## src/design/bsss_pkg.sv

```systemverilog
// Shared types and constants for the burst spacing sample sequencer.
// Holds command codes, register indexes, reset values and the state and action enums.
// No dependencies.
package bsss_pkg;

  localparam int MAX_ENTRIES_DEF = 16;
  localparam int TIME_BITS_DEF   = 20;

  localparam int CMD_W      = 2;
  localparam int IDX_W      = 4;
  localparam int IN_TIME_W  = 20;
  localparam int REPS_W     = 16;
  localparam int WORD_W     = 24;
  localparam int COUNT_IN_W = 5;
  localparam int TICK_W     = 16;
  localparam int SAMPLE_W   = 32;

  localparam int APB_ADDR_W = 3;
  localparam int APB_DATA_W = 32;

  localparam logic [7:0]        SYNC_BYTE         = 8'h5A;
  localparam logic [TICK_W-1:0] TICK_TIME_RST     = 16'd80;
  localparam logic [WORD_W-1:0] DEFAULT_WORD_RST  = 24'd75726;

  typedef enum logic [CMD_W-1:0] {
    CMD_TICK   = 2'd0,
    CMD_WRITE  = 2'd1,
    CMD_COMMIT = 2'd2
  } cmd_t;

  typedef enum logic {
    REG_TICK_TIME    = 1'b0,
    REG_DEFAULT_WORD = 1'b1
  } reg_idx_t;

  typedef enum logic {
    ST_IDLE,
    ST_APPLY
  } state_t;

  // What a tick does once the table entry it needs has been read.
  typedef enum logic [1:0] {
    ACT_DEFAULT,
    ACT_COUNT,
    ACT_SPACE,
    ACT_BURST
  } act_t;

endpackage

```

## src/design/burst_spacing_sample_sequencer.sv

```systemverilog
// Burst spacing sample sequencer: one clock-divider sample word per tick transfer.
// A tick is accepted and its table entry is read into a register at that edge; the result
// is registered in the apply state once the output is not stalled.
// Write and commit transfers give no result.
// in_stall is high while a tick is applied; no new transfer is taken before its result.
// Reset (rst_n low, synchronous) clears control state and loads the register defaults.
module burst_spacing_sample_sequencer #(
  parameter int MAX_ENTRIES = bsss_pkg::MAX_ENTRIES_DEF,
  parameter int TIME_BITS   = bsss_pkg::TIME_BITS_DEF
) (
  input  logic                                clk,
  input  logic                                rst_n,
  input  logic                                in_valid,
  output logic                                in_stall,
  input  logic [bsss_pkg::CMD_W-1:0]          in_command,
  input  logic [bsss_pkg::IDX_W-1:0]          in_entry_index,
  input  logic [bsss_pkg::IN_TIME_W-1:0]      in_burst_time,
  input  logic [bsss_pkg::IN_TIME_W-1:0]      in_spacing_time,
  input  logic [bsss_pkg::REPS_W-1:0]         in_repeat_total,
  input  logic [bsss_pkg::WORD_W-1:0]         in_burst_word,
  input  logic [bsss_pkg::WORD_W-1:0]         in_idle_word,
  input  logic [bsss_pkg::COUNT_IN_W-1:0]     in_entry_count,
  output logic                                out_valid,
  input  logic                                out_stall,
  output logic [bsss_pkg::SAMPLE_W-1:0]       out_sample_word,
  output logic                                out_phase,
  output logic                                out_list_wrapped,
  input  logic                                psel,
  input  logic                                penable,
  input  logic                                pwrite,
  input  logic [bsss_pkg::APB_ADDR_W-1:0]     paddr,
  input  logic [bsss_pkg::APB_DATA_W-1:0]     pwdata,
  output logic [bsss_pkg::APB_DATA_W-1:0]     prdata,
  output logic                                pready
);

  localparam int PTR_W = (MAX_ENTRIES > 1) ? $clog2(MAX_ENTRIES) : 1;
  localparam int CNT_W = $clog2(MAX_ENTRIES + 1);
  localparam int ADDR_W = PTR_W + 1;
  localparam int DEPTH = 2 ** ADDR_W;
  localparam int TL_W = TIME_BITS + 2;
  localparam int DW = ((TL_W > bsss_pkg::TICK_W + 1) ? TL_W : bsss_pkg::TICK_W + 1) + 1;
  localparam logic signed [DW-1:0] T_FLOOR =
    {{(DW - TIME_BITS - 1){1'b1}}, {(TIME_BITS + 1){1'b0}}};

  typedef struct packed {
    logic [TIME_BITS-1:0]            burst;
    logic [TIME_BITS-1:0]            spacing;
    logic [bsss_pkg::REPS_W-1:0]     reps;
    logic [bsss_pkg::WORD_W-1:0]     bword;
    logic [bsss_pkg::WORD_W-1:0]     iword;
  } entry_t;

  typedef struct packed {
    bsss_pkg::act_t                  act;
    logic signed [TL_W-1:0]          t;
    logic [PTR_W-1:0]                ptr;
    logic                            swap;
    logic                            wrapped;
    logic                            reload;
    logic [bsss_pkg::REPS_W-1:0]     reps;
  } plan_t;

  // Registers
  bsss_pkg::state_t               state_r, state_nxt;
  logic [bsss_pkg::TICK_W-1:0]    tick_time_r, tick_time_nxt;
  logic [bsss_pkg::WORD_W-1:0]    default_word_r, default_word_nxt;
  logic                           active_bank_r, active_bank_nxt;
  logic [CNT_W-1:0]               active_count_r, active_count_nxt;
  logic [CNT_W-1:0]               pending_count_r, pending_count_nxt;
  logic                           pending_valid_r, pending_valid_nxt;
  logic [PTR_W-1:0]               entry_ptr_r, entry_ptr_nxt;
  logic                           phase_flag_r, phase_flag_nxt;
  logic signed [TL_W-1:0]         time_left_r, time_left_nxt;
  logic [bsss_pkg::REPS_W-1:0]    repeats_left_r, repeats_left_nxt;
  logic [bsss_pkg::WORD_W-1:0]    current_word_r, current_word_nxt;
  logic                           out_valid_r, out_valid_nxt;
  logic [bsss_pkg::WORD_W-1:0]    out_word_r;
  logic                           out_phase_r;
  logic                           out_wrapped_r;
  plan_t                          plan_r;
  entry_t                         rd_data_r;

  entry_t                         table_mem [DEPTH];

  // Combinational
  logic                           in_fire;
  logic                           tick_fire;
  logic                           wr_en;
  logic [ADDR_W-1:0]              wr_addr;
  logic [ADDR_W-1:0]              rd_addr;
  entry_t                         wr_data;
  plan_t                          plan;
  logic signed [DW-1:0]           diff;
  logic signed [DW-1:0]           t_sat;
  logic                           t_le0;
  logic [bsss_pkg::REPS_W-1:0]    reps_dec;
  logic [CNT_W:0]                 next_ptr_w;
  logic                           apply_fire;
  logic                           cfg_wr;
  logic [bsss_pkg::REPS_W-1:0]    reps_load;
  logic [bsss_pkg::WORD_W-1:0]    res_word;
  logic                           res_phase;

  assign pready    = 1'b1;
  assign in_stall  = (state_r != bsss_pkg::ST_IDLE);
  assign in_fire   = in_valid && !in_stall;
  assign tick_fire = in_fire && (in_command == bsss_pkg::CMD_TICK);
  assign cfg_wr    = psel && penable && pwrite && pready;

  always_comb begin
    unique case (bsss_pkg::reg_idx_t'(paddr[2]))
      bsss_pkg::REG_TICK_TIME:
        prdata = bsss_pkg::APB_DATA_W'(tick_time_r);
      bsss_pkg::REG_DEFAULT_WORD:
        prdata = bsss_pkg::APB_DATA_W'(default_word_r);
      default:
        prdata = '0;
    endcase
  end

  // Table writes always land in the bank that is not active.
  assign wr_en   = in_fire && (in_command == bsss_pkg::CMD_WRITE) &&
                   (32'(in_entry_index) < 32'(MAX_ENTRIES));
  assign wr_addr = {~active_bank_r, PTR_W'(in_entry_index)};
  assign wr_data = '{burst:   TIME_BITS'(in_burst_time),
                     spacing: TIME_BITS'(in_spacing_time),
                     reps:    in_repeat_total,
                     bword:   in_burst_word,
                     iword:   in_idle_word};

  // Decide at acceptance which entry the tick needs, from the state alone.
  assign diff   = DW'(time_left_r) - $signed(DW'(tick_time_r));
  assign t_sat  = (diff < T_FLOOR) ? T_FLOOR : diff;
  assign t_le0  = t_sat[DW-1] || (t_sat == '0);
  assign reps_dec   = (repeats_left_r > 16'd1) ? repeats_left_r - 16'd1 : '0;
  assign next_ptr_w = (CNT_W + 1)'(entry_ptr_r) + (CNT_W + 1)'(1);

  always_comb begin
    plan.act     = bsss_pkg::ACT_DEFAULT;
    plan.t       = TL_W'(t_sat);
    plan.ptr     = entry_ptr_r;
    plan.swap    = 1'b0;
    plan.wrapped = 1'b0;
    plan.reload  = 1'b0;
    plan.reps    = repeats_left_r;
    if (active_count_r == '0) begin
      // The first committed list starts at entry 0 in its burst phase.
      if (pending_valid_r) begin
        plan.act     = bsss_pkg::ACT_BURST;
        plan.t       = '0;
        plan.ptr     = '0;
        plan.swap    = 1'b1;
        plan.wrapped = 1'b1;
        plan.reload  = 1'b1;
      end
    end else if (t_le0) begin
      if (!phase_flag_r) begin
        plan.act = bsss_pkg::ACT_SPACE;
      end else begin
        plan.act  = bsss_pkg::ACT_BURST;
        plan.reps = reps_dec;
        if (reps_dec == '0) begin
          plan.reload = 1'b1;
          if (next_ptr_w >= (CNT_W + 1)'(active_count_r)) begin
            plan.ptr     = '0;
            plan.wrapped = 1'b1;
            plan.swap    = pending_valid_r;
          end else begin
            plan.ptr = PTR_W'(next_ptr_w);
          end
        end
      end
    end else begin
      plan.act = bsss_pkg::ACT_COUNT;
    end
  end

  assign rd_addr = {(plan.swap ? ~active_bank_r : active_bank_r), plan.ptr};

  always_ff @(posedge clk) begin
    if (wr_en) begin
      table_mem[wr_addr] <= wr_data;
    end
    if (tick_fire) begin
      rd_data_r <= table_mem[rd_addr];
      plan_r    <= plan;
    end
  end

  assign apply_fire = (state_r == bsss_pkg::ST_APPLY) && (!out_valid_r || !out_stall);
  assign reps_load  = (rd_data_r.reps == '0) ? 16'd1 : rd_data_r.reps;

  always_comb begin
    unique case (plan_r.act)
      bsss_pkg::ACT_DEFAULT: begin
        res_word  = default_word_r;
        res_phase = phase_flag_r;
      end
      bsss_pkg::ACT_COUNT: begin
        res_word  = current_word_r;
        res_phase = phase_flag_r;
      end
      bsss_pkg::ACT_SPACE: begin
        res_word  = rd_data_r.iword;
        res_phase = 1'b1;
      end
      bsss_pkg::ACT_BURST: begin
        res_word  = rd_data_r.bword;
        res_phase = 1'b0;
      end
      default: begin
        res_word  = current_word_r;
        res_phase = phase_flag_r;
      end
    endcase
  end

  always_comb begin
    state_nxt         = state_r;
    tick_time_nxt     = tick_time_r;
    default_word_nxt  = default_word_r;
    active_bank_nxt   = active_bank_r;
    active_count_nxt  = active_count_r;
    pending_count_nxt = pending_count_r;
    pending_valid_nxt = pending_valid_r;
    entry_ptr_nxt     = entry_ptr_r;
    phase_flag_nxt    = phase_flag_r;
    time_left_nxt     = time_left_r;
    repeats_left_nxt  = repeats_left_r;
    current_word_nxt  = current_word_r;
    out_valid_nxt     = out_valid_r && out_stall;

    if (cfg_wr) begin
      unique case (bsss_pkg::reg_idx_t'(paddr[2]))
        bsss_pkg::REG_TICK_TIME:    tick_time_nxt    = pwdata[bsss_pkg::TICK_W-1:0];
        bsss_pkg::REG_DEFAULT_WORD: default_word_nxt = pwdata[bsss_pkg::WORD_W-1:0];
        default: ;
      endcase
    end

    unique case (state_r)
      bsss_pkg::ST_IDLE: begin
        if (in_fire && (in_command == bsss_pkg::CMD_COMMIT) && (in_entry_count != '0)) begin
          pending_valid_nxt = 1'b1;
          pending_count_nxt = (32'(in_entry_count) > 32'(MAX_ENTRIES)) ?
                              CNT_W'(MAX_ENTRIES) : CNT_W'(in_entry_count);
        end
        if (tick_fire) begin
          state_nxt = bsss_pkg::ST_APPLY;
        end
      end
      bsss_pkg::ST_APPLY: begin
        if (apply_fire) begin
          state_nxt     = bsss_pkg::ST_IDLE;
          out_valid_nxt = 1'b1;
          unique case (plan_r.act)
            bsss_pkg::ACT_DEFAULT: ;
            bsss_pkg::ACT_COUNT: begin
              time_left_nxt = plan_r.t;
            end
            bsss_pkg::ACT_SPACE: begin
              time_left_nxt    = plan_r.t + $signed({2'b00, rd_data_r.spacing});
              phase_flag_nxt   = 1'b1;
              current_word_nxt = rd_data_r.iword;
            end
            bsss_pkg::ACT_BURST: begin
              time_left_nxt    = plan_r.t + $signed({2'b00, rd_data_r.burst});
              phase_flag_nxt   = 1'b0;
              current_word_nxt = rd_data_r.bword;
              if (plan_r.reload) begin
                entry_ptr_nxt    = plan_r.ptr;
                repeats_left_nxt = reps_load;
              end else begin
                repeats_left_nxt = plan_r.reps;
              end
              if (plan_r.swap) begin
                active_bank_nxt   = ~active_bank_r;
                active_count_nxt  = pending_count_r;
                pending_valid_nxt = 1'b0;
              end
            end
            default: ;
          endcase
        end
      end
      default: state_nxt = bsss_pkg::ST_IDLE;
    endcase
  end

  always_ff @(posedge clk) begin
    if (!rst_n) begin
      state_r         <= bsss_pkg::ST_IDLE;
      tick_time_r     <= bsss_pkg::TICK_TIME_RST;
      default_word_r  <= bsss_pkg::DEFAULT_WORD_RST;
      active_bank_r   <= 1'b0;
      active_count_r  <= '0;
      pending_count_r <= '0;
      pending_valid_r <= 1'b0;
      entry_ptr_r     <= '0;
      phase_flag_r    <= 1'b0;
      time_left_r     <= '0;
      repeats_left_r  <= '0;
      current_word_r  <= '0;
      out_valid_r     <= 1'b0;
    end else begin
      state_r         <= state_nxt;
      tick_time_r     <= tick_time_nxt;
      default_word_r  <= default_word_nxt;
      active_bank_r   <= active_bank_nxt;
      active_count_r  <= active_count_nxt;
      pending_count_r <= pending_count_nxt;
      pending_valid_r <= pending_valid_nxt;
      entry_ptr_r     <= entry_ptr_nxt;
      phase_flag_r    <= phase_flag_nxt;
      time_left_r     <= time_left_nxt;
      repeats_left_r  <= repeats_left_nxt;
      current_word_r  <= current_word_nxt;
      out_valid_r     <= out_valid_nxt;
    end
  end

  // Result payload holds while the output transfer is stalled.
  always_ff @(posedge clk) begin
    if (apply_fire) begin
      out_word_r    <= res_word;
      out_phase_r   <= res_phase;
      out_wrapped_r <= plan_r.wrapped;
    end
  end

  assign out_valid        = out_valid_r;
  assign out_sample_word  = {bsss_pkg::SYNC_BYTE, out_word_r};
  assign out_phase        = out_phase_r;
  assign out_list_wrapped = out_wrapped_r;

  a_result_from_apply : assert property (@(posedge clk) disable iff (!rst_n)
    $rose(out_valid_r) |-> $past(state_r == bsss_pkg::ST_APPLY))
    else $error("result appeared without a tick being applied");

  a_count_bounded : assert property (@(posedge clk) disable iff (!rst_n)
    (32'(active_count_r) <= 32'(MAX_ENTRIES)) && (32'(pending_count_r) <= 32'(MAX_ENTRIES)))
    else $error("list count above table size");

  a_ptr_in_list : assert property (@(posedge clk) disable iff (!rst_n)
    (active_count_r != '0) |-> ((CNT_W + 1)'(entry_ptr_r) < (CNT_W + 1)'(active_count_r)))
    else $error("entry pointer outside the active list");

  a_list_stays : assert property (@(posedge clk) disable iff (!rst_n)
    (active_count_r != '0) |=> (active_count_r != '0))
    else $error("active list was dropped");

endmodule

```

## config.mk

```make
export PLATFORM = sky130hd
export DESIGN_NAME = burst_spacing_sample_sequencer
export DESIGN_NICKNAME = d
export VERILOG_FILES = /design/src/design/bsss_pkg.sv /design/src/design/burst_spacing_sample_sequencer.sv
export SDC_FILE = /design/constraint.sdc
export NUM_CORES = 2
export LEC_CHECK = 0
export BUFFER_PORTS_ARGS = -buffer_cell sky130_fd_sc_hd__buf_2
export CAP_MARGIN = 10
export CORE_MARGIN = 3
export CORE_UTILIZATION = 40
export DETAILED_ROUTE_END_ITERATION = 6
export HOLD_SLACK_MARGIN = 0.06
export PLACE_DENSITY_LB_ADDON = 0.1
export SETUP_SLACK_MARGIN = 0.1
export SYNTH_ARGS = -nofsm -noshare
export SYNTH_HDL_FRONTEND = slang
export SYNTH_SLANG_ARGS = --single-unit
```

## constraint.sdc

```tcl
create_clock -name clk -period 23.7 [get_ports clk]
set_input_delay 4.74 -clock clk [delete_from_list [all_inputs] [get_ports clk]]
set_output_delay 4.74 -clock clk [all_outputs]
set_load 0.01 [all_outputs]
```

==> flow_summary_export.csv <==
group,metric,value,unit
worst_setup_path,cp-end-kind,"output port",
global_route,gr-usage-all-layers,25.0,%
synth,synth_most_common_cell,"edfxtp_1",
synth,synthSimpleGateAreaFrac,13.5,%
drt,drc,0,
die,die-area,371000,µm²
pwr,ir_worst_vdd,0.0592,mV
global_route,grt_max_degree,184,
drt,dr.pass1.iters,5,
global_route,grt_pass1_vias,89085,
placed_design,gp_congestion,0.789,
synth,synth_edf_count,3505,
clock_tree,clock_path_buffers,4,
run,maxCapViolations,0,
pwr,p_leak,0.0555,µW
finish,syn_to_final_growth,12.5,%
drt,avgViaCountPerCell,5.86,
synth,yosysWarnings,0,
die,rows,220,
synth,synthXorXnorAreaFrac,0.228,%
die,pin_count,226,
timing,hold_slack,419,ps
pwr,switching_share,20.8,%
clock_tree,htreeDepth,5,
pwr,p_clk_share,44.5,%
die,fp.dieH,609,µm
synth,synth_top_family_by_area,"simple AND/OR/NAND/NOR gates",
timing,hold_viol_final,0,
global_route,gr-usage-met2,40.4,%
pwr,combinationalPowerShare,2.1,%
timing,setup_viol,0,
finish,final_nets,11043,
clock_tree,insertion_delay,970,ps
timing,setup_tns,0,ps
synth,synth.area.top_cells,"edfxtp_1 72%, nand2_1 7.7%, nand3_1 3.0%",
die,start_util,40.4,%
drt,via_count,93568,
synth,synthTopCellsByCount,"3505 x edfxtp_1, 2974 x nand2_1, 875 x nand3_1, 415 x a31oi_1, 414 x and3_1",
pwr,p_int,10500,µW
timing,period_needed,10610,ps
worst_setup_path,required,18960,ps
die,dieWidth,609,µm
global_route,grt_first_pass_wirelength,670,mm
clock_tree,clkSinkCount,3626,
synth,ys_async_sr_fraction,0,%
global_route,top_usage_layer,"met2",
worst_setup_path,criticalPathCategory,"in -> out",
synth,yosys.area.top_type,"edfxtp_1",
pwr,p_seq_share,53.3,%
clock_tree,cts_hold_buf,0,
global_route,grtUsageMet1,35.0,%
run_status,status,"finished, final reports clean",
synth,synth_compound_area_share,7.85,%
timing,layout_setup_ws,13090,ps
synth,yosysSeqAreaShare,74.0,%
worst_setup_path,startpoint_type,"input port",
clock_tree,postCtsSetupRepairBufs,0,
clock_tree,numCtsBuffers,395,
synth,synth_top_area_share,72.3,%
timing,worst_pin_slew,1170,ps
synth,synth_fa_ha_area_share,0.406,%
global_route,antenna_found_initial,70,
global_route,met3_usage,3.43,%
die,design.core.area,361000,µm²
synth,yosys_most_used_dff,"edfxtp_1",
synth,synth.distinct_cells,91,
clock_tree,path_clk_slew,60,ps
global_route,grt_overflow_total,0,
timing,rsz0062_at_grt,"no",
synth,synth.area.mux_share,1.42,%
synth,synth-seq-cells,3626,
drt,drt_iter0_drc,10039,
drt,wl_per_cell,29.8,µm
placed_design,dp_slack,13080,ps
timing,slew_violations,0,
drt,totalWireLength,476,mm
placed_design,io_buffers,198,
timing,slew_headroom,21.9,%
synth,syn_inst,10765,
clock_tree,cts.repair.resized,0,
pwr,p_per_area,80.9,nW/µm²
clock_tree,cts-root-buf,"clkbuf_16",
finish,final_layout_size_suffix_gt1_share,10.3,%
timing,final.setup_skew,75.6,ps
timing,finalCritPeriodShare,44.8,%
placed_design,dp_hpwl,243,mm
clock_tree,cts_tree,"built",
worst_hold_path,hp-class,"reg -> reg",
pwr,p_sw,2760,µW
worst_setup_path,path_max_fanout,42,
worst_setup_path,crit_arrival,5870,ps
drt,drtAntennaViolNets,0,
synth,synth_area_per_cell,13.5,µm²
synth,netlist_area,146000,µm²
timing,achievable-frequency,94.2,MHz
[placed cells by master, fill, tap and decap left out, types with 27 or more instances in the layout]
| master | count |
|---|---|
| dfxtp_1 | 121 |
| nor2_1 | 75 |
| o211a_1 | 48 |
| a221oi_2 | 42 |
| inv_1 | 43 |
| buf_2 | 197 |
| a32oi_1 | 44 |
| a211oi_1 | 195 |
| o21ai_0 | 104 |
| and3_1 | 413 |
| o22ai_1 | 64 |
| ha_1 | 44 |
| nand3_1 | 875 |
| a32o_1 | 56 |
| nor2_4 | 40 |
| clkinv_1 | 103 |
| nand2_1 | 2969 |
| clkinv_2 | 63 |
| mux2_2 | 41 |
| a31oi_1 | 415 |
| diode_2 | 27 |
| mux2i_1 | 104 |
| a21oi_1 | 154 |
| clkbuf_16 | 402 |
| clkbuf_1 | 99 |
| a311oi_1 | 181 |
| edfxtp_1 | 3505 |
| buf_4 | 204 |
| a21boi_0 | 42 |
[cell type report]
cell class,instances,area (µm²)
Tap cell,4773,5970
Sequential cell,3626,108000
Clock inverter,217,1740
Fill cell,32161,197000
Inverter,47,210
Clock buffer,510,10600
Antenna cell,27,67.6
Multi-Input combinational cell,6344,34600
Timing Repair Buffer,426,3020
[registers in the layout (all words and copies together), names as in the netlist, 4 cells and up]
signal,flops
default_word_r,24
entry_ptr_r,4
tick_time_r,16
pending_count_r,5
table_mem,3328
active_count_r,5
current_word_r,24
time_left_r,22
rd_data_r,104
plan_r,47
repeats_left_r,16
out_word_r,24
[power by group through the flow]
stage | combinational, µW | clock (µW) | sequential (µW)
6_report | 284 | 5900 | 7070
5_1_grt | 309 | 6260 | 7070
4_1_cts | 285 | 6010 | 7070
3_5_place_dp | 284 | 0 | 7200
3_3_place_gp | 276 | 0 | 7200
2_1_floorplan | 117 | 0 | 7200
[metal layers]
metal  up-vias  part of all wire [%]
met5         -                 0.029
met3       718                   6.7
met4        22                   3.1
met1     48741                    43
li1      40618                     -
met2      3469                    47
[per-stage QoR]
step	area, µm²	cells	power [µW]	utilization, %
floorplan	146000	10780	7320	-
global placement	151000	15216	7480	42.0
detailed placement	151000	15216	7490	42.0
CTS	164000	15943	13400	45.4
global route	164000	15959	13600	45.4
finish	164000	15970	13300	45.4
[final timing paths]
path | from | endpoint | slack, ps | cells past startpoint
worst max-delay path | paddr[2] | prdata[0] | 13090 | 3
worst min-delay path | plan_r[17]$_DFFE_PP_ | out_list_wrapped$_DFFE_PP_ | 420 | 0
worst max register to register | time_left_r[0]$_SDFFE_PN0P_ | rd_data_r[26]$_DFFE_PP_ | 14210 | 23
worst min register to register | plan_r[17]$_DFFE_PP_ | out_list_wrapped$_DFFE_PP_ | 420 | 0
[kinds of logic after synthesis]
family / Yosys count
AOI/OAI and AO/OA: 1542
xor gates and xnor gates: 37
adders and majority gates: 46
buffers and inverters: 810
DFF: 3626
muxes: 171
other: 2
and+or+nand+nor: 4531
[critical path, stage by stage]
cell and delay [ps]:
buf_2 570, mux2_2 420, buf_2 140
Power figures use the tool's default switching activity.
